==> src/rtl/pbpd_queue.sv <==
// Small first-in first-out queue of register storage.
// Generic over data width and depth; no package dependencies.
`timescale 1ns / 1ps

module pbpd_queue #(
	parameter int DATA_W = 8,
	parameter int DEPTH  = 2
) (
	input  logic              clk,
	input  logic              arst_n,
	input  logic              wr_en,
	input  logic [DATA_W-1:0] wr_data,
	input  logic              rd_en,
	output logic [DATA_W-1:0] rd_data,
	output logic              full,
	output logic              empty
);

	localparam int PtrW = (DEPTH > 1) ? $clog2(DEPTH) : 1;
	localparam int CntW = $clog2(DEPTH + 1);

	logic [DATA_W-1:0] store_q [DEPTH];
	logic [PtrW-1:0]   wr_ptr_q;
	logic [PtrW-1:0]   rd_ptr_q;
	logic [CntW-1:0]   count_q;
	logic              do_wr;
	logic              do_rd;

	assign full    = (count_q == CntW'(DEPTH));
	assign empty   = (count_q == '0);
	assign do_wr   = wr_en & ~full;
	assign do_rd   = rd_en & ~empty;
	assign rd_data = store_q[rd_ptr_q];

	always_ff @(posedge clk) begin
		if (do_wr) begin
			store_q[wr_ptr_q] <= wr_data;
		end
	end

	always_ff @(posedge clk or negedge arst_n) begin
		if (!arst_n) begin
			wr_ptr_q <= '0;
			rd_ptr_q <= '0;
			count_q  <= '0;
		end else begin
			if (do_wr) begin
				wr_ptr_q <= (wr_ptr_q == PtrW'(DEPTH - 1)) ? '0 : wr_ptr_q + 1'b1;
			end
			if (do_rd) begin
				rd_ptr_q <= (rd_ptr_q == PtrW'(DEPTH - 1)) ? '0 : rd_ptr_q + 1'b1;
			end
			if (do_wr && !do_rd) begin
				count_q <= count_q + 1'b1;
			end else if (do_rd && !do_wr) begin
				count_q <= count_q - 1'b1;
			end
		end
	end

endmodule

==> config.mk <==
export PLATFORM = sky130hd
export DESIGN_NAME = pbpd_queue
export DESIGN_NICKNAME = d
export VERILOG_FILES = /design/src/rtl/pbpd_queue.sv
export SDC_FILE = /design/constraint.sdc
export NUM_CORES = 1
export LEC_CHECK = 0
export ABC_AREA = 1
export BUFFER_PORTS_ARGS = -buffer_cell sky130_fd_sc_hd__buf_2
export CORE_MARGIN = 2
export CORE_UTILIZATION = 47
export CTS_BUF_LIST = sky130_fd_sc_hd__clkbuf_16
export DETAILED_ROUTE_END_ITERATION = 6
export GPL_TIMING_DRIVEN = 0
export PLACE_DENSITY = 0.71
export REMOVE_ABC_BUFFERS = 1
export SYNTH_ARGS = -nofsm -noshare
export SYNTH_HDL_FRONTEND = slang
export SYNTH_SLANG_ARGS = --single-unit
==> constraint.sdc <==
create_clock -name clk -period 1.9 [get_ports clk]
set_clock_uncertainty 0.15 [all_clocks]
set_input_delay 0 -clock clk [delete_from_list [all_inputs] [get_ports clk]]
set_output_delay 0 -clock clk [all_outputs]
set_load 0.01 [all_outputs]
* Word level (Yosys, flattened, before mapping)
Memories as Yosys holds them, arrays and structs flattened. Index checks and enable logic that the tools add are counted. Widths: inputs -> output; s select.
Operators by class: reductions and logical operators 6, eq/ne operators 1, $add $sub $neg 4, muxes and demuxes 6, bitwise gates (word level) 4
Operator list (number):
- $mux 1 | 4
- $mux 2 | 2
- $add 1x1->1 const B | 2
- $add 2x1->2 const B | 1
- $and 1x1->1 | 2
- $eq 2x2->1 const B | 1
- $logic_and 1x1->1 | 2
- $logic_not 1->1 | 2
- $logic_not 2->1 | 1
- $not 1->1 | 2
- $reduce_bool 2->1 | 1
- $sub 2x1->2 const B | 1
Storage, ports and cells: word-level logic and storage cells 25, memories kept 1, RAM bits 16, register bits 4, output and inout port bits 10, bits of input ports 12
Memories:
- store_q | depth 2, width 8, rd ports 1, clocked after Yosys merged registers in 0, wr ports 1, line 22 | logic [DATA_W-1:0] store_q [DEPTH];

* Logic depth before layout (Yosys ltp)
Gate-level depths: netlist (run 1).
depth after elaboration 7, depth in mapped cells 9, depth with buffers taken out 9

* Worst setup path before layout (run 1)
No wires, ideal clock.
path type register -> register, start point register count_q[1], end point memory store_q[1][0] (enable), cell stages (with the launch flop) 4, clock period less this slack 1472 ps, library setup time 371 ps, data required time 1379 ps, arrival time 951 ps, path slack 428 ps, buffers on the path 0, cells stage by stage dfrtp_1 inv_1 o21ai_0 nor2_1
On the way: longest elaborated chain between the ends 5
RTL lines:
- start, declared | line 25 | logic [CntW-1:0] count_q;
- start signal, assigned | line 54 | count_q <= count_q + 1'b1;
- start signal, assigned | line 56 | count_q <= count_q - 1'b1;
- $eq 2x2->1 | line 29 | assign full = (count_q == CntW'(DEPTH));
- $not 1->1 | line 31 | assign do_wr = wr_en & ~full;
- $and 1x1->1 | line 31
- $mux 1 | line 36 | if (do_wr) begin
- $mux 1 (implied by the code) | line 37 | store_q[wr_ptr_q] <= wr_data;
- end, declared | line 22
No other way between the ends.

* Worst setup path after layout (run 1)
start point register count_q[1], end point memory store_q[1][2] (enable)
The elaborated chain is that of the path after synthesis.

==> impl_metrics.csv, run 1 <==
group,metric,value,unit
critical_path,crit_path_max_fanout,8,
timing,max_freq,578.9,MHz
drt,ant_nets,0,
floorplanning,die_w,45.50,µm
cells_and_area,nFillCells,120,
timing,finalSetupViolations,0,
cells_and_area,layout_commonest_cell,"nand2_1",
cts,cts_buffers,3,
critical_path,critPathArrivalTime,1.45,ns
min_path,holdCritPathClass,"in -> reg",
floorplanning,num_rows,14,
timing,timing_hold_violations_final,0,
cts,cts.path.max_buffers,2,
drt,drt_first_pass_iters,4,
cts,htree_levels,1,
cells_and_area,drive_gt1_frac,0.2477,
floorplanning,initial_core_util,0.5193,
floorplanning,ioPinCount,22,
critical_path,worstSetupEndpointType,"register",
timing,final.period_utilization,0.9091,
drt,dr_total_vias,609,
synth,avgSynthCellArea,11.09,µm²
cts,cts_root_buf,"clkbuf_16",
status,outcome,"finished, final reports clean",
critical_path,required,1.63,ns
grt,gr-usage-met1,0.1830,
placement,portBuffers,21,
grt,top_usage_layer,"met2",
drt,drc,0,
floorplanning,die_h,45.50,µm
drt,wire_per_inst,12.02,µm
synth,synth_warnings,0,
grt,groute.usage.overall,0.1716,
power_and_ir_drop,leakagePower,0.0005333,µW
grt,antenna_found_initial,0,
cts,cts.clk_slew.worst_paths,0.05,ns
cells_and_area,antennaDiodeCount,0,
timing,fin_crit,1.727,ns
cells_and_area,final_cell_mix,"33 x nand2_1, 21 x buf_2, 16 x edfxtp_1",
floorplanning,die-area,2070,µm²
cells_and_area,nets,123,
placement,hpwl,922.8,µm
synth,syn_area,809.5,µm²
grt,grt.overflow.total,0,
grt,use_met2,0.2930,
cts,clk_latency,0.25,ns
grt,grt_max_degree,12,
cells_and_area,final_area,1129,µm²
drt,viasPerCell,4.872,
placement,place_congestion,0.8094,
drt,detail_route.iter0.violations,26,
job,drv_cap,0,
cts,cts.sinks,20,
critical_path,setup.worst_path.class,"reg -> reg",
timing,tns,0,ns
grt,grt_pass1_vias,568,
cts,cts_hold_buf,12,
synth,seq_area_frac_synth,0.7172,
synth,synthCells,73,
timing,slew_violations,0,
placement,placed_area,929.6,µm²
power_and_ir_drop,p_per_area,1465,nW/µm²
timing,worstMarginPinSlew,0.7369,ns
cts,post_cts_resized,0,
grt,grt_pass1_wl,2.325,mm
critical_path,start_kind,"register",
synth,ys_types,14,
cells_and_area,final_core_util,0.7239,
drt,drt_wl_total,1.503,mm
grt,gr-usage-met3,0.04365,
cells_and_area,synthToLayoutAreaGrowth,39.41,%
cts,cts_tree,"built",
floorplanning,core_region_area,1559,µm²
critical_path,reg2reg_slack,0.17,ns
cts,cts_setup_buffers,0,
timing,rsz0062_at_grt,"no",
synth,ys_ff_latch,20,
power_and_ir_drop,vdd_ir_drop_max,0.0009301,V
timing,max_slew_margin,0.5069,
[kinds of logic after synthesis]
logic type,count (synthesis),synth area share
buffers and inverters,9,0.04327
adders and majority gates,1,0.01545
xor gates and xnor gates,1,0.01082
DFF,20,0.7172
and+or+nand+nor,40,0.2009
AOI/OAI and AO/OA,2,0.01237
[area by class of cell]
class | instances | area (µm²) | area share
inverter | 8 | 30.03 | 0.02661
clock inverter | 1 | 3.754 | 0.003326
timing repair buffer | 33 | 225.2 | 0.1996
tap | 16 | 20.02 | 0.01774
clock buffer | 3 | 75.07 | 0.06652
multi-input combinational | 44 | 193.9 | 0.1718
sequential | 20 | 580.6 | 0.5144
[per-stage QoR]
| stage | worst slack [ns] | power, µW | std cells | hold slack [ns] |
|---|---|---|---|---|
| 2_1_floorplan | 0.4284 | 1023 | 72 | -0.4456 |
| 3_3_place_gp | 0.1916 | 1198 | 109 | -0.3376 |
| 3_5_place_dp | 0.1557 | 1220 | 109 | -0.3354 |
| 4_1_cts | 0.1464 | 1665 | 125 | 0.3229 |
| 5_1_grt | 0.07939 | 1769 | 125 | 0.3301 |
| 6_report | 0.1727 | 1654 | 125 | 0.3233 |
[state kept, by name, summed over array words and instances (netlist names)]
register  count
store_q      16
count_q       2
rd_ptr_q      1
wr_ptr_q      1
[synthesized netlist by cell type (all sizes together)]
cell type  instances  share of area
buf                1         0.0062
dfrtp              4           0.12
edfxtp            16           0.59
ha                 1          0.015
inv                8          0.037
nand2             33           0.15
nand3              1         0.0062
nand3b             1         0.0093
nand4              1         0.0077
nor2               4          0.025
o21ai              2          0.012
xnor2              1          0.011
[report_power, final]
| part | switching (µW) | internal (µW) |
|---|---|---|
| Combinational | 323 | 211 |
| Clock | 143 | 280 |
| Sequential | 86.4 | 611 |
| Total | 552 | 1100 |
[path summary, 6_finish.rpt]
check	endpoint	cells after the start	from
min reg2reg	wr_ptr_q	2	wr_ptr_q
min	store_q[1][0]	2	wr_data[0]
max in group asynchronous	count_q[1]	3	arst_n
max	store_q[1][2]	3	count_q[1]
min in group asynchronous	count_q[0]	3	arst_n
max reg2reg	store_q[1][2]	3	count_q[1]
[worst max-delay path: stages, from the launching register on]
cell	delay, ns
dfrtp_1	0.41
inv_1	0.11
o21ai_0	0.11
nor2_1	0.59
[layer usage]
layer	up-vias	routed length (µm)
li1	310	-
met1	271	661
met2	24	744
met3	4	71
met4	0	27
met5	-	0
(Power assumes the default switching activity.)
==> run 2, diff against run 1 <==
--- a/config.mk
+++ b/config.mk
@@ -5,7 +5,6 @@
 export SDC_FILE = /design/constraint.sdc
 export NUM_CORES = 1
 export LEC_CHECK = 0
-export ABC_AREA = 1
 export BUFFER_PORTS_ARGS = -buffer_cell sky130_fd_sc_hd__buf_2
 export CORE_MARGIN = 2
 export CORE_UTILIZATION = 47
==> impl_metrics.csv, run 2 <==
group,metric,value,unit
status,outcome,"finished, final reports clean",
cts,cts_tree,"built",
timing,slew_violations,0,
synth,avgSynthCellArea,17.77,µm²
cells_and_area,nets,94,
synth,synth_edf_count,16,
cts,clk_latency,0.24,ns
placement,hpwl,782.6,µm
timing,worst_slack,0.1586,ns
cts,htree_levels,1,
synth,synth_ff_type,"edfxtp_1",
cells_and_area,reg_top3,"store_q (16), count_q (2)",
cells_and_area,final_area,1101,µm²
cts,cts_setup_buffers,0,
critical_path,start_kind,"register",
floorplanning,die_w,44.79,µm
synth,synth_common_cells,"16 x edfxtp_1, 6 x mux2_1, 4 x dfrtp_1",
placement,portBuffers,21,
grt,grt_max_degree,12,
power_and_ir_drop,leakagePower,0.0004629,µW
synth,synth_warnings,0,
floorplanning,die-area,2006,µm²
drt,dr_total_vias,453,
timing,worstMarginPinSlew,0.6631,ns
critical_path,slowest_stage,"nor2_1",
grt,groute.usage.overall,0.1383,
synth,ys_ff_latch,20,
floorplanning,core_region_area,1541,µm²
power_and_ir_drop,p_sw_frac,0.2805,
drt,drt_wl_total,1.138,mm
grt,grt.overflow.total,0,
min_path,holdCritPathClass,"in -> reg",
cells_and_area,final_cell_mix,"21 x buf_2, 16 x edfxtp_1, 12 x dlygate4sd3_1",
cts,cts.clk_slew.worst_paths,0.05,ns
cells_and_area,synthToLayoutAreaGrowth,40.80,%
job,drv_cap,0,
cts,cts_buffers,3,
timing,max_slew_margin,0.5563,
floorplanning,num_rows,14,
placement,place_congestion,0.6136,
timing,final.period_utilization,0.9165,
floorplanning,initial_core_util,0.5073,
synth,synthCells,44,
drt,wire_per_inst,11.85,µm
synth,yosysMostFrequentCell,"edfxtp_1",
cts,cts.path.max_buffers,2,
synth,syn_area,782.0,µm²
power_and_ir_drop,p_per_area,1432,nW/µm²
drt,detail_route.iter0.violations,6,
timing,timing_hold_violations_final,0,
synth,async_flop_share,0.2000,
timing,tns,0,ns
cells_and_area,top_register,"store_q",
synth,synth_area_leaders,"edfxtp_1 61%, dfrtp_1 13%, mux2_1 8.6%",
min_path,whs_path_depth,2,
critical_path,setup.worst_path.class,"reg -> reg",
cells_and_area,layout_commonest_cell,"buf_2",
power_and_ir_drop,p_int,1134,µW
cells_and_area,antennaDiodeCount,0,
power_and_ir_drop,vdd_ir_drop_max,0.0009273,V
critical_path,cp_slowest_stage_delay,0.52,ns
drt,ant_nets,0,
timing,finalSetupViolations,0,
cts,post_cts_resized,0,
synth,seq_area_frac_synth,0.7424,
critical_path,worstSetupEndpointType,"register",
critical_path,reg2reg_slack,0.16,ns
drt,drc,0,
placement,dp_slack,0.1299,ns
critical_path,path_cells,"nand2b_1 > nand2_2 > nor2_1",
floorplanning,ioPinCount,22,
timing,max_freq,574.2,MHz
cts,cts.sinks,20,
synth,ys_types,15,
cells_and_area,largest_register_ffs,16,
timing,rsz0062_at_grt,"no",
power_and_ir_drop,seqPwrFrac,0.449,
grt,grt_pass1_vias,460,
synth,synth_top_area_cell,"edfxtp_1",
critical_path,rr_worst_depth,3,
synth,synth_top_area_frac,0.6144,
power_and_ir_drop,p_comb_frac,0.289,
grt,grt_pass1_wl,1.904,mm
floorplanning,die_h,44.79,µm
power_and_ir_drop,pwr-share-clk,0.262,
drt,viasPerCell,4.719,
drt,drt_first_pass_iters,2,
cells_and_area,drive_gt1_frac,0.3500,
cts,cts_root_buf,"clkbuf_16",
grt,antenna_found_initial,0,
critical_path,required,1.63,ns
critical_path,critPathArrivalTime,1.47,ns
critical_path,crit_path_max_fanout,8,
timing,fin_crit,1.741,ns
power_and_ir_drop,p_sw,442.2,µW
placement,placed_area,902.1,µm²
cts,cts_hold_buf,12,
run 2: cell count changes after synthesis, moves of 2 or more:
| cell | delta |
|---|---|
| mux2_2 | +2 |
| mux2_1 | +6 |
| xor2_1 | +2 |
| o21ai_0 | -2 |
| inv_1 | -5 |
| nand2_1 | -33 |
| nor2_2 | -2 |
run 2: path summary, 6_finish.rpt:
check,startpoint,endpoint
min in group asynchronous,arst_n,wr_ptr_q
worst min register to register,wr_ptr_q,wr_ptr_q
max in group asynchronous,arst_n,count_q[1]
worst max register to register,count_q[0],store_q[0][2]
worst max-delay path,count_q[0],store_q[0][2]
worst min-delay path,wr_data[4],store_q[0][4]
run 2: kinds of logic (layout without fill, tap and decap cells):
family	count (synthesis)	after routing	synth area share
XOR/XNOR	5	5	0.06561
AO/OA/AOI/OAI	1	1	0.006394
AND/OR/NAND/NOR	6	6	0.03841
multiplexers	8	8	0.1152
buffers and inverters	3	39	0.01600
flip-flops	20	20	0.7424
adder cells (fa/ha/maj)	1	1	0.01600
run 2: area by class of cell:
cell class | count | area (µm²)
clock inverter | 1 | 3.754
fill | 100 | 440.4
inverter | 2 | 7.507
timing repair buffer | 33 | 225.2
tap | 16 | 20.02
clock buffer | 3 | 75.07
sequential | 20 | 580.6
multi-input combinational | 21 | 188.9
run 2: power by group through the flow:
| stage | clock [µW] | sequential (µW) | combinational [µW] |
|---|---|---|---|
| floorplan | 0 | 694 | 311 |
| global placement | 0 | 714 | 441 |
| detailed placement | 0 | 719 | 442 |
| CTS | 421 | 713 | 466 |
| global route | 446 | 728 | 500 |
| finish | 413 | 709 | 455 |
run 2: through the flow:
| stage | std cells | hold WS, ns | utilization | power [µW] |
|---|---|---|---|---|
| floorplan | 43 | -0.4456 | - | 1005 |
| global placement | 80 | -0.3386 | 0.5852 | 1155 |
| detailed placement | 80 | -0.3374 | 0.5852 | 1161 |
| CTS | 96 | 0.3228 | 0.7143 | 1599 |
| global route | 96 | 0.3340 | 0.7143 | 1674 |
| finish | 96 | 0.3242 | 0.7143 | 1577 |
run 2: metal layers:
| layer | vias up | track usage | share of wire |
|---|---|---|---|
| met4 | 0 | 0.05294 | 0 |
| met1 | 211 | 0.1590 | 0.43 |
| li1 | 229 | - | - |
| met5 | - | 0 | 0 |
| met3 | 0 | 0.03600 | 0.047 |
| met2 | 13 | 0.2464 | 0.53 |
run 2: worst max-delay path, delay by kind of cell (launching register included):
| family | cells | cell delay (ns) |
|---|---|---|
| flip-flops | 1 | 0.43 |
| AND/OR/NAND/NOR | 3 | 0.80 |
==> run 3, diff against run 2 <==
--- a/config.mk
+++ b/config.mk
@@ -7,11 +7,11 @@
 export LEC_CHECK = 0
 export BUFFER_PORTS_ARGS = -buffer_cell sky130_fd_sc_hd__buf_2
 export CORE_MARGIN = 2
-export CORE_UTILIZATION = 47
+export CORE_UTILIZATION = 48
 export CTS_BUF_LIST = sky130_fd_sc_hd__clkbuf_16
 export DETAILED_ROUTE_END_ITERATION = 6
 export GPL_TIMING_DRIVEN = 0
-export PLACE_DENSITY = 0.71
+export PLACE_DENSITY = 0.72
 export REMOVE_ABC_BUFFERS = 1
 export SYNTH_ARGS = -nofsm -noshare
 export SYNTH_HDL_FRONTEND = slang
==> impl_metrics.csv, run 3 (synthesized netlist as in run 2, its figures left out) <==
group,metric,value,unit
cells_and_area,layout_commonest_cell,"buf_2",
floorplanning,num_rows,14,
critical_path,start_kind,"register",
power_and_ir_drop,vdd_ir_drop_max,0.0009337,V
grt,grt_pass1_wl,2.049,mm
cells_and_area,antennaDiodeCount,0,
timing,final.period_utilization,0.9403,
cells_and_area,layout.cells.non_filler,96,
placement,placed_area,902.1,µm²
placement,portBuffers,21,
timing,tns,0,ns
timing,worstMarginPinSlew,0.7095,ns
timing,fin_crit,1.787,ns
cts,cts.path.max_buffers,2,
drt,drt_first_pass_iters,2,
placement,place_congestion,0.6514,
placement,dp.cells,80,
critical_path,path_cells,"nand2b_1 > nand2_2 > nor2_1",
grt,grt.overflow.total,0,
placement,hpwl,795.7,µm
cts,cts_buffers,3,
cells_and_area,final_cell_mix,"21 x buf_2, 16 x edfxtp_1, 12 x dlygate4sd3_1",
grt,groute.usage.overall,0.1512,
critical_path,setup.worst_path.class,"reg -> reg",
status,outcome,"finished, final reports clean",
floorplanning,ioPinCount,22,
job,drv_cap,0,
grt,grt_pass1_vias,452,
critical_path,cp_slowest_stage_delay,0.55,ns
cts,cts_hold_buf,12,
timing,timing_hold_violations_final,0,
timing,max_freq,559.7,MHz
drt,drc,0,
critical_path,cpLargestDelayFamily,"simple AND/OR/NAND/NOR gates",
drt,viasPerCell,4.750,
cts,htree_levels,1,
grt,grt_max_degree,12,
cts,post_cts_resized,0,
critical_path,critPathArrivalTime,1.51,ns
critical_path,required,1.62,ns
cells_and_area,final_area,1101,µm²
drt,drt_wl_total,1.249,mm
drt,wire_per_inst,13.01,µm
min_path,holdCritPathClass,"in -> reg",
critical_path,cp_num_buf_inv,0,
cts,cts_setup_buffers,0,
floorplanning,die_h,44.36,µm
drt,detail_route.iter0.violations,2,
cts,cts.sinks,20,
timing,max_slew_margin,0.5253,
grt,antenna_found_initial,0,
cells_and_area,nFillCells,100,
critical_path,slowest_stage,"nor2_1",
cells_and_area,reg_top3,"store_q (16), count_q (2)",
power_and_ir_drop,leakagePower,0.0004666,µW
critical_path,worstSetupEndpointType,"register",
cts,cts.clk_slew.worst_paths,0.05,ns
cts,cts_tree,"built",
timing,slew_violations,0,
floorplanning,die_w,44.36,µm
timing,finalSetupViolations,0,
timing,rsz0062_at_grt,"no",
cells_and_area,largest_register_ffs,16,
floorplanning,initial_core_util,0.5131,
cts,cts_root_buf,"clkbuf_16",
cells_and_area,top_register,"store_q",
critical_path,crit_path_max_fanout,8,
cells_and_area,nets,94,
cells_and_area,synthToLayoutAreaGrowth,40.80,%
cts,clk_latency,0.24,ns
cells_and_area,drive_gt1_frac,0.3500,
power_and_ir_drop,power,1593,µW
floorplanning,core_region_area,1524,µm²
drt,dr_total_vias,456,
power_and_ir_drop,p_per_area,1447,nW/µm²
floorplanning,die-area,1968,µm²
drt,ant_nets,0,
-- run 3: cell types whose count changed in the layout (fill, tap and decap cells not counted) --
cell	delta
inv_1	+1
clkinv_1	-1
-- run 3: final timing paths --
kind / start / end / slack (ns) / depth (start not counted)
max: count_q[0] / store_q[0][3] / 0.11 / 3
min: wr_data[2] / store_q[1][2] / 0.32 / 2
max reg2reg: count_q[0] / store_q[0][3] / 0.11 / 3
min reg2reg: count_q[1] / count_q[1] / 0.37 / 1
max in group asynchronous: arst_n / count_q[1] / 0.93 / 3
min in group asynchronous: arst_n / rd_ptr_q / 0.50 / 3
-- run 3: final cells by class --
| cell class | instances | area [µm²] | share of cell area |
|---|---|---|---|
| Clock inverter | 1 | 3.754 | 0.003409 |
| Inverter | 2 | 7.507 | 0.006818 |
| Sequential cell | 20 | 580.6 | 0.5273 |
| Timing Repair Buffer | 33 | 225.2 | 0.2045 |
| Clock buffer | 3 | 75.07 | 0.06818 |
| Multi-Input combinational cell | 21 | 188.9 | 0.1716 |
| Tap cell | 16 | 20.02 | 0.01818 |
-- run 3: where the power goes --
part	switching (µW)	total [µW]	internal, µW
combinational	222	463	241
sequential	96.5	712	615
clock	139	419	279
total	458	1590	1140
-- run 3: per-stage QoR --
| step | setup WS, ns | util | hold slack, ns |
|---|---|---|---|
| after floorplan | 0.3579 | - | -0.4456 |
| after global placement | 0.1624 | 0.5920 | -0.3397 |
| after detailed placement | 0.09906 | 0.5920 | -0.3408 |
| after CTS | 0.08052 | 0.7225 | 0.3160 |
| after global routing | 0.009771 | 0.7225 | 0.3448 |
| final | 0.1134 | 0.7225 | 0.3172 |
-- run 3: routing by layer --
| layer | vias to the layer above | global-route usage | share of wire | routed length, µm |
|---|---|---|---|---|
| met5 | - | 0 | 0 | 0 |
| met4 | 0 | 0.05455 | 0 | 0 |
| met3 | 0 | 0.03673 | 0.040 | 50 |
| met2 | 12 | 0.2618 | 0.54 | 675 |
| met1 | 214 | 0.1838 | 0.42 | 522 |
| li1 | 230 | - | - | - |
