[src/rtl/pbpd_pkg.sv]
// Shared types and constants of the planar block predictive pixel decoder.
// Used by the top level, the front and the back; no dependencies.
`timescale 1ns / 1ps

package pbpd_pkg;

	localparam int CFG_DATA_W   = 12;
	localparam int COORD_W      = 12;
	localparam int OUT_COORD_W  = 11;
	localparam int CHAN_W       = 2;

	localparam logic [CFG_DATA_W-1:0] HEIGHT_LIMIT = 12'd2048;
	localparam logic [CHAN_W-1:0]     CHAN_FIRST   = 2'd2;
	localparam logic [CHAN_W-1:0]     CHAN_LAST    = 2'd0;

	typedef enum logic [0:0] {
		CFG_WIDTH  = 1'b0,
		CFG_HEIGHT = 1'b1
	} cfg_reg_t;

	// Position inside a 2x2 block, in stream order.
	typedef enum logic [1:0] {
		POS_TL = 2'd0,
		POS_BL = 2'd1,
		POS_TR = 2'd2,
		POS_BR = 2'd3
	} pos_t;

	typedef enum logic [1:0] {
		PRED_RAW  = 2'd0,
		PRED_LEFT = 2'd1,
		PRED_UP   = 2'd2,
		PRED_AVG  = 2'd3
	} pred_mode_t;

	typedef struct packed {
		logic [7:0]             raw;
		pos_t                   pos;
		pred_mode_t             mode;
		logic [CHAN_W-1:0]      channel;
		logic [COORD_W-1:0]     px;
		logic [OUT_COORD_W-1:0] py;
		logic                   last;
	} work_item_t;

	typedef struct packed {
		logic [7:0]             value;
		logic [CHAN_W-1:0]      channel;
		logic [OUT_COORD_W-1:0] px;
		logic [OUT_COORD_W-1:0] py;
		logic                   last;
	} result_t;

	localparam int ITEM_W   = $bits(work_item_t);
	localparam int RESULT_W = $bits(result_t);

endpackage

[src/rtl/pbpd_front.sv]
// Front part: size registers, stream position counters and classification
// of each byte into a pad or a work item. Depends on pbpd_pkg.
`timescale 1ns / 1ps

module pbpd_front import pbpd_pkg::*; #(
	parameter int MAX_WIDTH = 2048
) (
	input  logic                  clk,
	input  logic                  arst_n,
	input  logic                  cfg_write,
	input  logic [0:0]            cfg_index,
	input  logic [CFG_DATA_W-1:0] cfg_data,
	input  logic                  accept,
	input  logic [7:0]            raw_byte,
	output logic                  item_valid,
	output work_item_t            item
);

	localparam int CmpW = COORD_W + 1;

	logic [CFG_DATA_W-1:0] width_q;
	logic [CFG_DATA_W-1:0] height_q;
	logic [COORD_W-1:0]    block_col_q;
	logic [COORD_W-1:0]    row_pair_q;
	pos_t                  pos_q;
	logic [CHAN_W-1:0]     plane_q;

	logic [CFG_DATA_W-1:0] width_eff;
	logic [CFG_DATA_W-1:0] height_eff;
	logic [CmpW-1:0]       px_ext;
	logic [CmpW-1:0]       py_ext;
	logic [CmpW-1:0]       col_next;
	logic [CmpW-1:0]       row_next;
	logic [CmpW-1:0]       w_ext;
	logic [CmpW-1:0]       h_ext;
	logic                  col_r_ok;
	logic                  row_b_ok;
	logic                  later_valid;
	logic                  in_image;

	// Sizes are saturated once, when written.
	always_comb begin
		if (cfg_data == '0) begin
			width_eff = CFG_DATA_W'(1);
		end else if (32'(cfg_data) > MAX_WIDTH) begin
			width_eff = CFG_DATA_W'(MAX_WIDTH);
		end else begin
			width_eff = cfg_data;
		end
		if (cfg_data == '0) begin
			height_eff = CFG_DATA_W'(1);
		end else if (cfg_data > HEIGHT_LIMIT) begin
			height_eff = HEIGHT_LIMIT;
		end else begin
			height_eff = cfg_data;
		end
	end

	assign w_ext    = CmpW'(width_q);
	assign h_ext    = CmpW'(height_q);
	assign px_ext   = CmpW'(block_col_q) + CmpW'(pos_q[1]);
	assign py_ext   = CmpW'(row_pair_q) + CmpW'(pos_q[0]);
	assign col_next = CmpW'(block_col_q) + CmpW'(2);
	assign row_next = CmpW'(row_pair_q) + CmpW'(2);
	assign col_r_ok = (CmpW'(block_col_q) + CmpW'(1)) < w_ext;
	assign row_b_ok = (CmpW'(row_pair_q) + CmpW'(1)) < h_ext;
	assign in_image = (px_ext < w_ext) && (py_ext < h_ext);

	// The final sample is the last non-pad byte of the final block of plane 0.
	always_comb begin
		case (pos_q)
			POS_TL:  later_valid = row_b_ok | col_r_ok;
			POS_BL:  later_valid = col_r_ok;
			POS_TR:  later_valid = col_r_ok & row_b_ok;
			default: later_valid = 1'b0;
		endcase
	end

	always_comb begin
		item.raw     = raw_byte;
		item.pos     = pos_q;
		item.channel = plane_q;
		item.px      = px_ext[COORD_W-1:0];
		item.py      = py_ext[OUT_COORD_W-1:0];
		item.last    = (plane_q == CHAN_LAST) && (col_next >= w_ext)
			&& (row_next >= h_ext) && !later_valid;
		if (px_ext == '0 && py_ext == '0) begin
			item.mode = PRED_RAW;
		end else if (py_ext == '0) begin
			item.mode = PRED_LEFT;
		end else if (px_ext == '0) begin
			item.mode = PRED_UP;
		end else begin
			item.mode = PRED_AVG;
		end
	end

	// Pad bytes are consumed here and never reach the back part.
	assign item_valid = accept & in_image;

	always_ff @(posedge clk or negedge arst_n) begin
		if (!arst_n) begin
			width_q     <= CFG_DATA_W'(1);
			height_q    <= CFG_DATA_W'(1);
			block_col_q <= '0;
			row_pair_q  <= '0;
			pos_q       <= POS_TL;
			plane_q     <= CHAN_FIRST;
		end else if (cfg_write) begin
			if (cfg_reg_t'(cfg_index) == CFG_WIDTH) begin
				width_q <= width_eff;
			end else begin
				height_q <= height_eff;
			end
			block_col_q <= '0;
			row_pair_q  <= '0;
			pos_q       <= POS_TL;
			plane_q     <= CHAN_FIRST;
		end else if (accept) begin
			pos_q <= pos_t'(pos_q + 2'd1);
			if (pos_q == POS_BR) begin
				if (col_next >= w_ext) begin
					block_col_q <= '0;
					if (row_next >= h_ext) begin
						row_pair_q <= '0;
						plane_q    <= (plane_q == CHAN_LAST) ? CHAN_FIRST : plane_q - 1'b1;
					end else begin
						row_pair_q <= row_next[COORD_W-1:0];
					end
				end else begin
					block_col_q <= col_next[COORD_W-1:0];
				end
			end
		end
	end

endmodule

[config.mk]
export PLATFORM = sky130hd
export DESIGN_NAME = pbpd_front
export DESIGN_NICKNAME = d
export VERILOG_FILES = /design/src/rtl/pbpd_pkg.sv /design/src/rtl/pbpd_front.sv
export SDC_FILE = /design/constraint.sdc
export NUM_CORES = 1
export LEC_CHECK = 0
export BUFFER_PORTS_ARGS = -buffer_cell sky130_fd_sc_hd__buf_2
export CAP_MARGIN = 30
export CORE_ASPECT_RATIO = 2
export CORE_MARGIN = 10
export CORE_UTILIZATION = 60
export CTS_BUF_LIST = sky130_fd_sc_hd__clkbuf_8
export CTS_CLUSTER_SIZE = 28
export DETAILED_ROUTE_END_ITERATION = 8
export GPL_TIMING_DRIVEN = 0
export PLACE_DENSITY = 0.93
export SYNTH_ARGS = -nofsm -noshare
export SYNTH_HDL_FRONTEND = slang
export SYNTH_SLANG_ARGS = --single-unit
[constraint.sdc]
create_clock -name clk -period 4.35 [get_ports clk]
set_input_delay 0.87 -clock clk [delete_from_list [all_inputs] [get_ports clk]]
set_output_delay 0.87 -clock clk [all_outputs]
set_load 0.02 [all_outputs]
Word level (Yosys, flattened, before mapping)
Cells that the tools add are included.

operators by class
  bitwise operators = 4
  equal/unequal tests = 3
  magnitude comparators = 8
  reductions and logical operators = 20
  muxes and demuxes = 25
  add/subtract/negate cells = 8

operators by type and width
  cell                                                                   number
  12-bit two-way mux                                                     13
  13-bit by 12-bit less-than comparator with 1-bit output                4
  12-bit by 1-bit adder with 13-bit output                               2
  12-bit by 1-bit adder with 13-bit output, second input constant        2
  12-bit by 2-bit adder with 13-bit output, second input constant        2
  13-bit by 12-bit greater-or-equal comparator with 1-bit output         2
  13-bit zero test                                                       2
  12-bit greater-than comparator, second input constant                  2
  2-bit two-way mux                                                      10
  12-bit zero test                                                       1
  2-bit nonzero test                                                     4
  2-bit AND reduction                                                    3
  1-bit logical AND                                                      5
  2-bit equality test, second input constant                             2
  2-bit zero test                                                        2
  4-bit AND reduction                                                    1
  1-bit one-hot mux with 3 select lines                                  1
  3-bit AND reduction                                                    1
  2-bit by 1-bit adder with 2-bit output, second input constant          1
  1-bit bitwise AND                                                      2
  2-bit by 1-bit equality test with 1-bit output, second input constant  1
  2-bit by 1-bit subtractor with 2-bit output, second input constant     1
  1-bit zero test                                                        1
  1-bit two-way mux                                                      1
  other kinds (2)                                                        2

word-level totals
  word-level logic and storage cells = 74
  output and inout bits = 39
  bits in registers = 52
  input bits = 25

Depth between registers and ports, before layout
Gate-level depths: netlist of run 1.

  depth in word-level cells = 7
  mapped depth = 14
  gate-level depth less buffers = 13

Least setup slack after synthesis of run 1
No wires, ideal clock.

  path type = register to output
  from = register block_col_q[3]
  to = output port item[0] in the netlist's numbering
  data required time = 3.480 ns
  path buffers = 1
  cell stages (with the launch flop) = 13
  arrival = 2.732 ns
  slack = 0.748 ns
  cell sequence = dfrtp_1 > buf_4 > and4_4 > and2_0 > and3_1 > nand3_1 > xnor2_1 > ha_1 > nand3_1 > nor2_1 > nor3_2 > nor2_1 > o211a_1

RTL lines
  element                   RTL line           text
  start: declaration        pbpd_front.sv:23   logic [COORD_W-1:0] block_col_q;
  start signal: assignment  pbpd_front.sv:131  block_col_q <= col_next[COORD_W-1:0];
  end: declaration          pbpd_front.sv:16   output work_item_t item

==> results of run 1 <==
-- what timing repair did --
item / in CTS / in global routing
pin swaps: 1 / 2
resized for setup: 2 / 10
buffers inserted: 1 / 4
endpoints found under the setup margin: 1 / 1
hold endpoints to repair: 0 / 0
-- layout make-up --
cell class,instances,area (um2)
plain buffers,57,280
well taps,92,115
fillers,560,2190
clock buffers,5,68.8
repair buffers,60,328
multi-input cells,382,2930
clock inverters,3,28.8
flip-flops and latches,50,1260
inverters,34,128
-- placed cells by master (no fill, tap or decap), drive strengths merged, types with 2 or more instances in the layout --
master   instances
nand4            6
nor2            17
mux2             4
o211ai           5
o21ai           34
dfstp            3
clkbuf          41
xnor2           21
a22o             6
o21bai           2
xor2             8
buf             81
a31oi            4
o2111ai          6
nor3             6
and3             5
dfrtp           47
nand3           23
conb             2
a21oi           24
nor4             7
ha              76
a21boi           3
nor2b            5
o31ai            6
inv             36
o21a             2
and4             3
or4              2
a211oi           6
a211o            2
nand2b          14
a21o            16
nand2           58
-- registers in the layout, indices dropped and copies added (netlist names) --
name,flops
height_q,12
width_q,12
block_col_q,11
row_pair_q,11
plane_q,2
pos_q,2
-- metrics by stage --
stage / power (mW) / worst slack (ns)
global placement: 0.936 / 0.240
detailed placement: 0.970 / 0.154
finish: 1.30 / 0.00377
floorplan: 0.829 / 0.748
global route: 1.37 / -0.128
CTS: 1.28 / 0.0344
-- cells by family after synthesis --
| group | count (synthesis) | synth area share (%) |
|---|---|---|
| xor gates and xnor gates | 29 | 5.59 |
| other | 1 | 0.0825 |
| muxes | 5 | 1.21 |
| AOI/OAI and AO/OA | 123 | 19.1 |
| adders and majority gates | 76 | 20.9 |
| DFF | 50 | 27.6 |
| and+or+nand+nor | 147 | 16.5 |
| buffers and inverters | 91 | 8.97 |
-- power by group through the flow --
| stage | clock, mW | combinational [mW] | sequential, mW |
|---|---|---|---|
| finish | 0.320 | 0.453 | 0.532 |
| global route | 0.330 | 0.502 | 0.535 |
| CTS | 0.315 | 0.436 | 0.529 |
| detailed placement | 0 | 0.432 | 0.538 |
| global placement | 0 | 0.401 | 0.536 |
| floorplan | 0 | 0.300 | 0.529 |
-- how the worst max path moves through the flow --
stage | from | endpoint | slack (ns) | depth (start not counted)
after floorplan | block_col_q[3] | item[0] | 0.75 | 12
after global placement | block_col_q[1] | item[0] | 0.24 | 12
after detailed placement | block_col_q[1] | item[0] | 0.15 | 12
after CTS | block_col_q[1] | item[0] | 0.03 | 12
after global routing | row_pair_q[2] | item[0] | -0.13 | 13
final | row_pair_q[1] | item[0] | 0.004 | 13
-- per-layer routing --
layer  vias to the layer above  global-route usage (%)  part of all wire [%]  wire, um
li1                       1951                       -                     -         -
met1                      1993                    20.4                    33      4300
met2                       209                    40.7                    53      6940
met3                        90                    4.65                   5.9       765
met4                         0                    20.3                   8.0      1050
met5                         -                       0                     0         0
==> results.txt, run 1 <==
ys flop type: dfrtp_1
area grow syn2layout: 13.0%
hpwl dp: 10,300 um
# DRC: 0
Tightest Hold Check Type: primary input to async pin
Period minus WS final: 4.35 ns
RR Startpoint: block_col_q[3]
Yosys top cell by area: dfrtp_1
First DRT Iteration DRCs: 215
die area: 0.0117 mm2
crit path kind: flip-flop to output port
latest clock arrival within the worst-skew pair: 0.33 ns
Routability Congestion: 1.00
Die Wd: 81.6 um
crit share post-route: 99.9%
Global Route Usage Sum: 22.8%
Avg WL per Cell: 19.1 um
total wire length: 13,000 um
DRT Pass-1 Iters: 4
ANT cells: 0
pin count of the biggest net entering global routing: 32
Mapped Area: 0.00455 mm2
Fin. Hold Viols: 0
maxcap violations: 0
R2R Setup Slk: 0.93 ns
Worst-Margin Slew: 0.827 ns
Core Box Area: 0.00732 mm2
vias in the first global route: 4,551
Clock Sinks: 50
power per cell area: 254 mW/mm2
I/O pin cnt: 64
Min Hold Slack: 0.464 ns
worst vdd ir: 0.352 mV
Clock transition at path regs: 0.11 ns
TritonCTS buffer count: 5
Pleak: 2.64 nW
post-layout instance area: 0.00514 mm2
crit path cell chain: ha_1, nand2_1, nor2_1, nand2_1, xnor2_2, ha_1, a21o_1, a21oi_1, o2111ai_1, a21boi_4, nor2_1, o211a_1, buf_2
Reg2Reg Depth: 12
gr ovfl total: 0
hold buffer count at CTS: 0
Max Fclk: 230 MHz
Post-DP Area: 0.00496 mm2
Row Count: 44
P_int: 0.799 mW
Synth Register Bits: 50
worst path required time: 3.48 ns
Synth top area share: 25.9%
Psw: 0.505 mW
CTS tree: done
Clk pwr share: 24.5%
DR vias: 4,243
most common cell in the netlist: ha_1
CP max stage cell: dfrtp_1
CP delay by family, top: compound AO/OA/AOI/OAI gates
critical path fanouts, max: 6
first-pass GRT wire length: 20,900 um
setup_tns: 0 ns
sequential area share after synthesis: 27.6%
Cell Count, Final, Fillers Out: 683
Via density: 6.21
share of layout cells above drive strength 1: 20.0%
Area contributors post-synth: dfrtp_1 (26%), ha_1 (21%), nand2_1 (4.8%), xnor2_1 (4.0%), o21ai_0 (3.6%)
EDFF count, synth: 0
clock buffer depth: 2
Final Slew Violations: 0
WP buf/inv: 1
Reg power frac: 40.8%
Worst Clk Skew: 0.00764 ns
Synth cell types: 57
H-tree depth: 2
Die Ht: 143 um
switching fraction of total power: 38.7%
status: complete, no violations
# setup viols final: 0
RR Endpoint: block_col_q[11]
synth warn: 0
Worst setup SP type: flip-flop
syn avg cell area: 8.71 um2
Crit. End Element: output port
WP data arrival: 3.48 ns
IO Port Bufs: 54
Comb power frac: 34.7%
Worst path max stage delay: 0.50 ns
leading cell types by count after synthesis: ha_1 (76), nand2_1 (58), dfrtp_1 (47)
fraction of registers with async set/reset: 100%
initial antenna violation count: 0
fin nets: 691
CTS root buffer: clkbuf_8
Starting Density: 62.1%
Post-DRT Antenna Nets: 0
relative slew slack: 44.5%
Final Core Density: 70.1%
placed cells: 670
Post-Synthesis Cells: 522
No activity file was read; power rests on OpenSTA's default activity.
==> inputs of run 2 (changes only) <==
CELL_PAD_IN_SITES_DETAIL_PLACEMENT = 2   (was default)
CELL_PAD_IN_SITES_GLOBAL_PLACEMENT = 2   (was default)
CORE_UTILIZATION = 36   (was 60)
PLACE_DENSITY = 0.92   (was 0.93)
==> results.txt, run 2 (synthesis results as in run 1) <==
# setup viols final: 0
Worst-Margin Slew: 0.877 ns
Post-DRT Antenna Nets: 0
Global Route Usage Sum: 20.1%
Die Wd: 99.5 um
Cell Count, Final, Fillers Out: 738
DR top layer: met4
IO Port Bufs: 54
# DRC: 0
fin nets: 688
placed cells: 728
Period minus WS final: 4.23 ns
Via density: 5.80
critical path fanouts, max: 6
DRT Pass-1 Iters: 4
post-layout instance area: 0.00520 mm2
R2R Setup Slk: 0.84 ns
DRT met1 WL: 5850 um
Core Box Area: 0.0125 mm2
most common cell after layout, fill and taps aside: ha_1
worst path required time: 3.48 ns
commonest cells after routing, fill and taps aside: ha_1 (74), nand2_1 (58), buf_2 (58)
Worst Clk Skew: 0.00673 ns
I/O pin cnt: 64
RR Startpoint: block_col_q[3]
Routability Congestion: 0.912
Post-DP Area: 0.00503 mm2
Clock transition at path regs: 0.11 ns
latest clock arrival within the worst-skew pair: 0.34 ns
Die Ht: 179 um
first-pass GRT wire length: 28,000 um
vias in the first global route: 5,137
power per cell area: 259 mW/mm2
Crit. End Element: output port
DR vias: 4,279
die area: 0.0178 mm2
WP data arrival: 3.36 ns
clock buffer depth: 2
H-tree depth: 2
initial antenna violation count: 0
WL met2: 10,400 um
area grow syn2layout: 14.4%
Clock Sinks: 50
crit path kind: flip-flop to output port
relative slew slack: 41.1%
Row Count: 58
worst vdd ir: 0.135 mV
TritonCTS buffer count: 5
ANT cells: 0
Worst setup SP type: flip-flop
Fin. Hold Viols: 0
CTS tree: done
setup_tns: 0 ns
total wire length: 17,800 um
Max Fclk: 236 MHz
pin count of the biggest net entering global routing: 36
CTS root buffer: clkbuf_8
met3 wire len: 510 um
Reg2Reg Depth: 13
status: complete, no violations
share of layout cells above drive strength 1: 20.7%
maxcap violations: 0
Starting Density: 36.4%
Pleak: 2.61 nW
Avg WL per Cell: 24.1 um
Tightest Hold Check Type: primary input to async pin
crit share post-route: 97.2%
hpwl dp: 14,400 um
First DRT Iteration DRCs: 129
RR Endpoint: block_col_q[6]
Final Slew Violations: 0
Largest regs: height_q (12), width_q (12)
gr ovfl total: 0
-- run 2: power breakdown --
| part | internal [mW] | switching [mW] |
|---|---|---|
| sequential | 0.499 | 0.0365 |
| combinational | 0.181 | 0.305 |
| clock | 0.121 | 0.205 |
| total | 0.802 | 0.547 |
-- run 2: final cells by class --
type / instances / area, um2
inverters: 34 / 128
well taps: 150 / 188
multi-input cells: 382 / 2930
fillers: 1450 / 7280
clock inverters: 3 / 28.8
plain buffers: 57 / 287
clock buffers: 5 / 68.8
repair buffers: 57 / 305
flip-flops and latches: 50 / 1260
-- run 2: through the flow --
| stage | utilization, % | power (mW) | setup WS, ns | hold WS [ns] |
|---|---|---|---|---|
| 2_1_floorplan | - | 0.829 | 0.748 | 0.450 |
| 3_3_place_gp | 40.1 | 0.954 | 0.0730 | 0.465 |
| 3_5_place_dp | 40.3 | 1.01 | -0.162 | 0.487 |
| 4_1_cts | 41.3 | 1.34 | 0.0258 | 0.464 |
| 5_1_grt | 41.7 | 1.42 | -0.0619 | 0.479 |
| 6_report | 41.7 | 1.35 | 0.121 | 0.453 |
-- run 2: worst max-delay path by stage --
stage / endpoint / cells after the start / slack [ns] / from
floorplan: item[0] / 12 / 0.75 / block_col_q[3]
global placement: item[0] / 12 / 0.07 / block_col_q[1]
detailed placement: item[0] / 12 / -0.16 / block_col_q[1]
CTS: item[0] / 13 / 0.03 / block_col_q[3]
global route: item[0] / 13 / -0.06 / row_pair_q[2]
finish: item[0] / 13 / 0.12 / row_pair_q[2]
-- run 2: critical path, stage by stage (launching register included) --
cell and delay [ns]:
dfrtp_2 0.45, ha_2 0.26, nand2_1 0.07, nor2_1 0.21, nand2_1 0.12, xnor2_1 0.28, ha_1 0.31, a21o_1 0.19
a21oi_1 0.25, o2111ai_1 0.27, a21boi_4 0.24, nor2_1 0.07, o211a_1 0.15, buf_2 0.16
-- run 2: repair_timing --
item,4_1_cts,5_1_grt
buffers inserted,2,0
hold endpoints to repair,0,0
hold buffers,0,0
setup endpoints to repair,1,1
gates resized for setup,9,12
pin swaps,1,3
-- run 2: routing by layer --
metal	vias to the layer above	track usage [%]
met5	-	0
li1	1942	-
met2	127	40.8
met1	2136	17.4
met4	0	12.6
met3	74	2.70
==> inputs of run 3 (changes only) <==
--- a/config.mk
+++ b/config.mk
@@ -22 +22,2 @@
 export SYNTH_SLANG_ARGS = --single-unit
+export TNS_END_PERCENT = 5
==> constraint.sdc (replaced) <==
create_clock -name clk -period 4.35 [get_ports clk]
set_input_delay 0.2175 -clock clk [delete_from_list [all_inputs] [get_ports clk]]
set_output_delay 0.2175 -clock clk [all_outputs]
set_load 0.02 [all_outputs]
==> results.txt, run 3 (synthesis results as in run 1) <==
status: complete, no violations
Post-DRT Antenna Nets: 0
# DRC: 0
DRT Pass-1 Iters: 4
latest clock arrival within the worst-skew pair: 0.34 ns
Via density: 5.78
relative slew slack: 35.7%
Post-DP Area: 0.00503 mm2
crit share post-route: 95.4%
vias in the first global route: 5,140
Global Route Usage Sum: 19.9%
multi-input logic area: 0.00289 mm2
placed cells: 728
Tightest Hold Check Type: primary input to flip-flop
hpwl dp: 14,400 um
Core Box Area: 0.0125 mm2
H-tree depth: 2
Starting Density: 36.4%
Layout fillers: 1,462
CTS root buffer: clkbuf_8
Cell Count, Final, Fillers Out: 737
DR vias: 4,261
CTS tree: done
critical path fanouts, max: 8
post-layout instance area: 0.00514 mm2
DRT met1 WL: 5620 um
IO Port Bufs: 54
Worst-Margin Slew: 0.957 ns
Die Ht: 179 um
TritonCTS buffer count: 5
WL met2: 10,200 um
first-pass GRT wire length: 27,900 um
met3 wire len: 494 um
pin count of the biggest net entering global routing: 36
Final Slew Violations: 0
Clock Sinks: 50
share of layout cells above drive strength 1: 18.1%
Period minus WS final: 4.15 ns
I/O pin cnt: 64
Row Count: 58
area grow syn2layout: 13.0%
gr ovfl total: 0
initial antenna violation count: 0
WP data arrival: 3.93 ns
Crit. End Element: output port
worst path required time: 4.13 ns
Die Wd: 99.5 um
Worst Clk Skew: 0.00801 ns
worst vdd ir: 0.128 mV
Fin. Hold Viols: 0
die area: 0.0178 mm2
commonest cells after routing, fill and taps aside: ha_1 (76), buf_2 (59), nand2_1 (58)
DR top layer: met4
First DRT Iteration DRCs: 116
Pleak: 2.61 nW
power per cell area: 258 mW/mm2
Clock transition at path regs: 0.12 ns
RSZ-0062 raised after global routing: no
total wire length: 17,200 um
setup_tns: 0 ns
maxcap violations: 0
Avg WL per Cell: 23.4 um
Largest regs: height_q (12), width_q (12)
clock buffer depth: 2
Routability Congestion: 0.912
fin nets: 687
# setup viols final: 0
register area: 0.00125 mm2
crit path kind: flip-flop to output port
Max Fclk: 241 MHz
most common cell after layout, fill and taps aside: ha_1
Worst setup SP type: flip-flop
ANT cells: 0
-- run 3: layer usage --
layer	vias to the layer above	GRT usage [%]
met2	122	40.6
li1	1937	-
met4	0	12.1
met5	-	0
met1	2133	17.3
met3	69	2.66
-- run 3: worst paths after layout --
kind | start | to | slack, ns | depth (start not counted)
max in group asynchronous | arst_n | height_q[0] | 3.39 | 3
worst max-delay path | block_col_q[1] | item[0] | 0.20 | 12
worst min register to register | width_q[0] | width_q[0] | 0.51 | 2
worst min-delay path | cfg_data[1] | height_q[1] | 0.22 | 3
worst max register to register | block_col_q[1] | block_col_q[6] | 0.44 | 11
min in group asynchronous | arst_n | plane_q[0] | 0.35 | 2
-- run 3: report_power, final --
group	internal, mW	switching [mW]	total (mW)
Combinational	0.173	0.297	0.470
Clock	0.121	0.204	0.325
Sequential	0.498	0.0349	0.533
-- run 3: worst max-delay path: stages (launching register included) --
cell      delay [ns]
dfrtp_1         0.59
ha_1            0.37
and2_0          0.33
and3_1          0.23
nand3_1         0.17
xnor2_1         0.20
ha_1            0.32
nand3_1         0.22
a211oi_4        0.51
nor3_2          0.15
nor2_1          0.15
o211a_1         0.18
buf_2           0.16
-- run 3: cell type report --
type / count / area share (%)
sequential: 50 / 24.4
buffer: 57 / 5.45
clock buffer: 5 / 1.34
tap: 150 / 3.65
clock inverter: 3 / 0.560
multi-input combinational: 382 / 56.2
inverter: 34 / 2.48
timing repair buffer: 56 / 5.84
-- run 3: through the flow --
step           util, %  power [mW]  worst slack [ns]  hold slack (ns)
6_report          41.2        1.33             0.202            0.221
5_1_grt           41.2        1.41            0.0240            0.237
4_1_cts           41.1        1.34            0.0668            0.216
3_5_place_dp      40.3        1.01             0.472            0.172
3_3_place_gp      40.1       0.954             0.692            0.465
2_1_floorplan        -       0.829              1.29          -0.0781
-- run 3: repair_timing --
action,in CTS,in global routing
hold buffers,1,0
endpoints found under the hold margin,14,0
resized for setup,0,1
buffers inserted,0,0
endpoints found under the setup margin,0,1
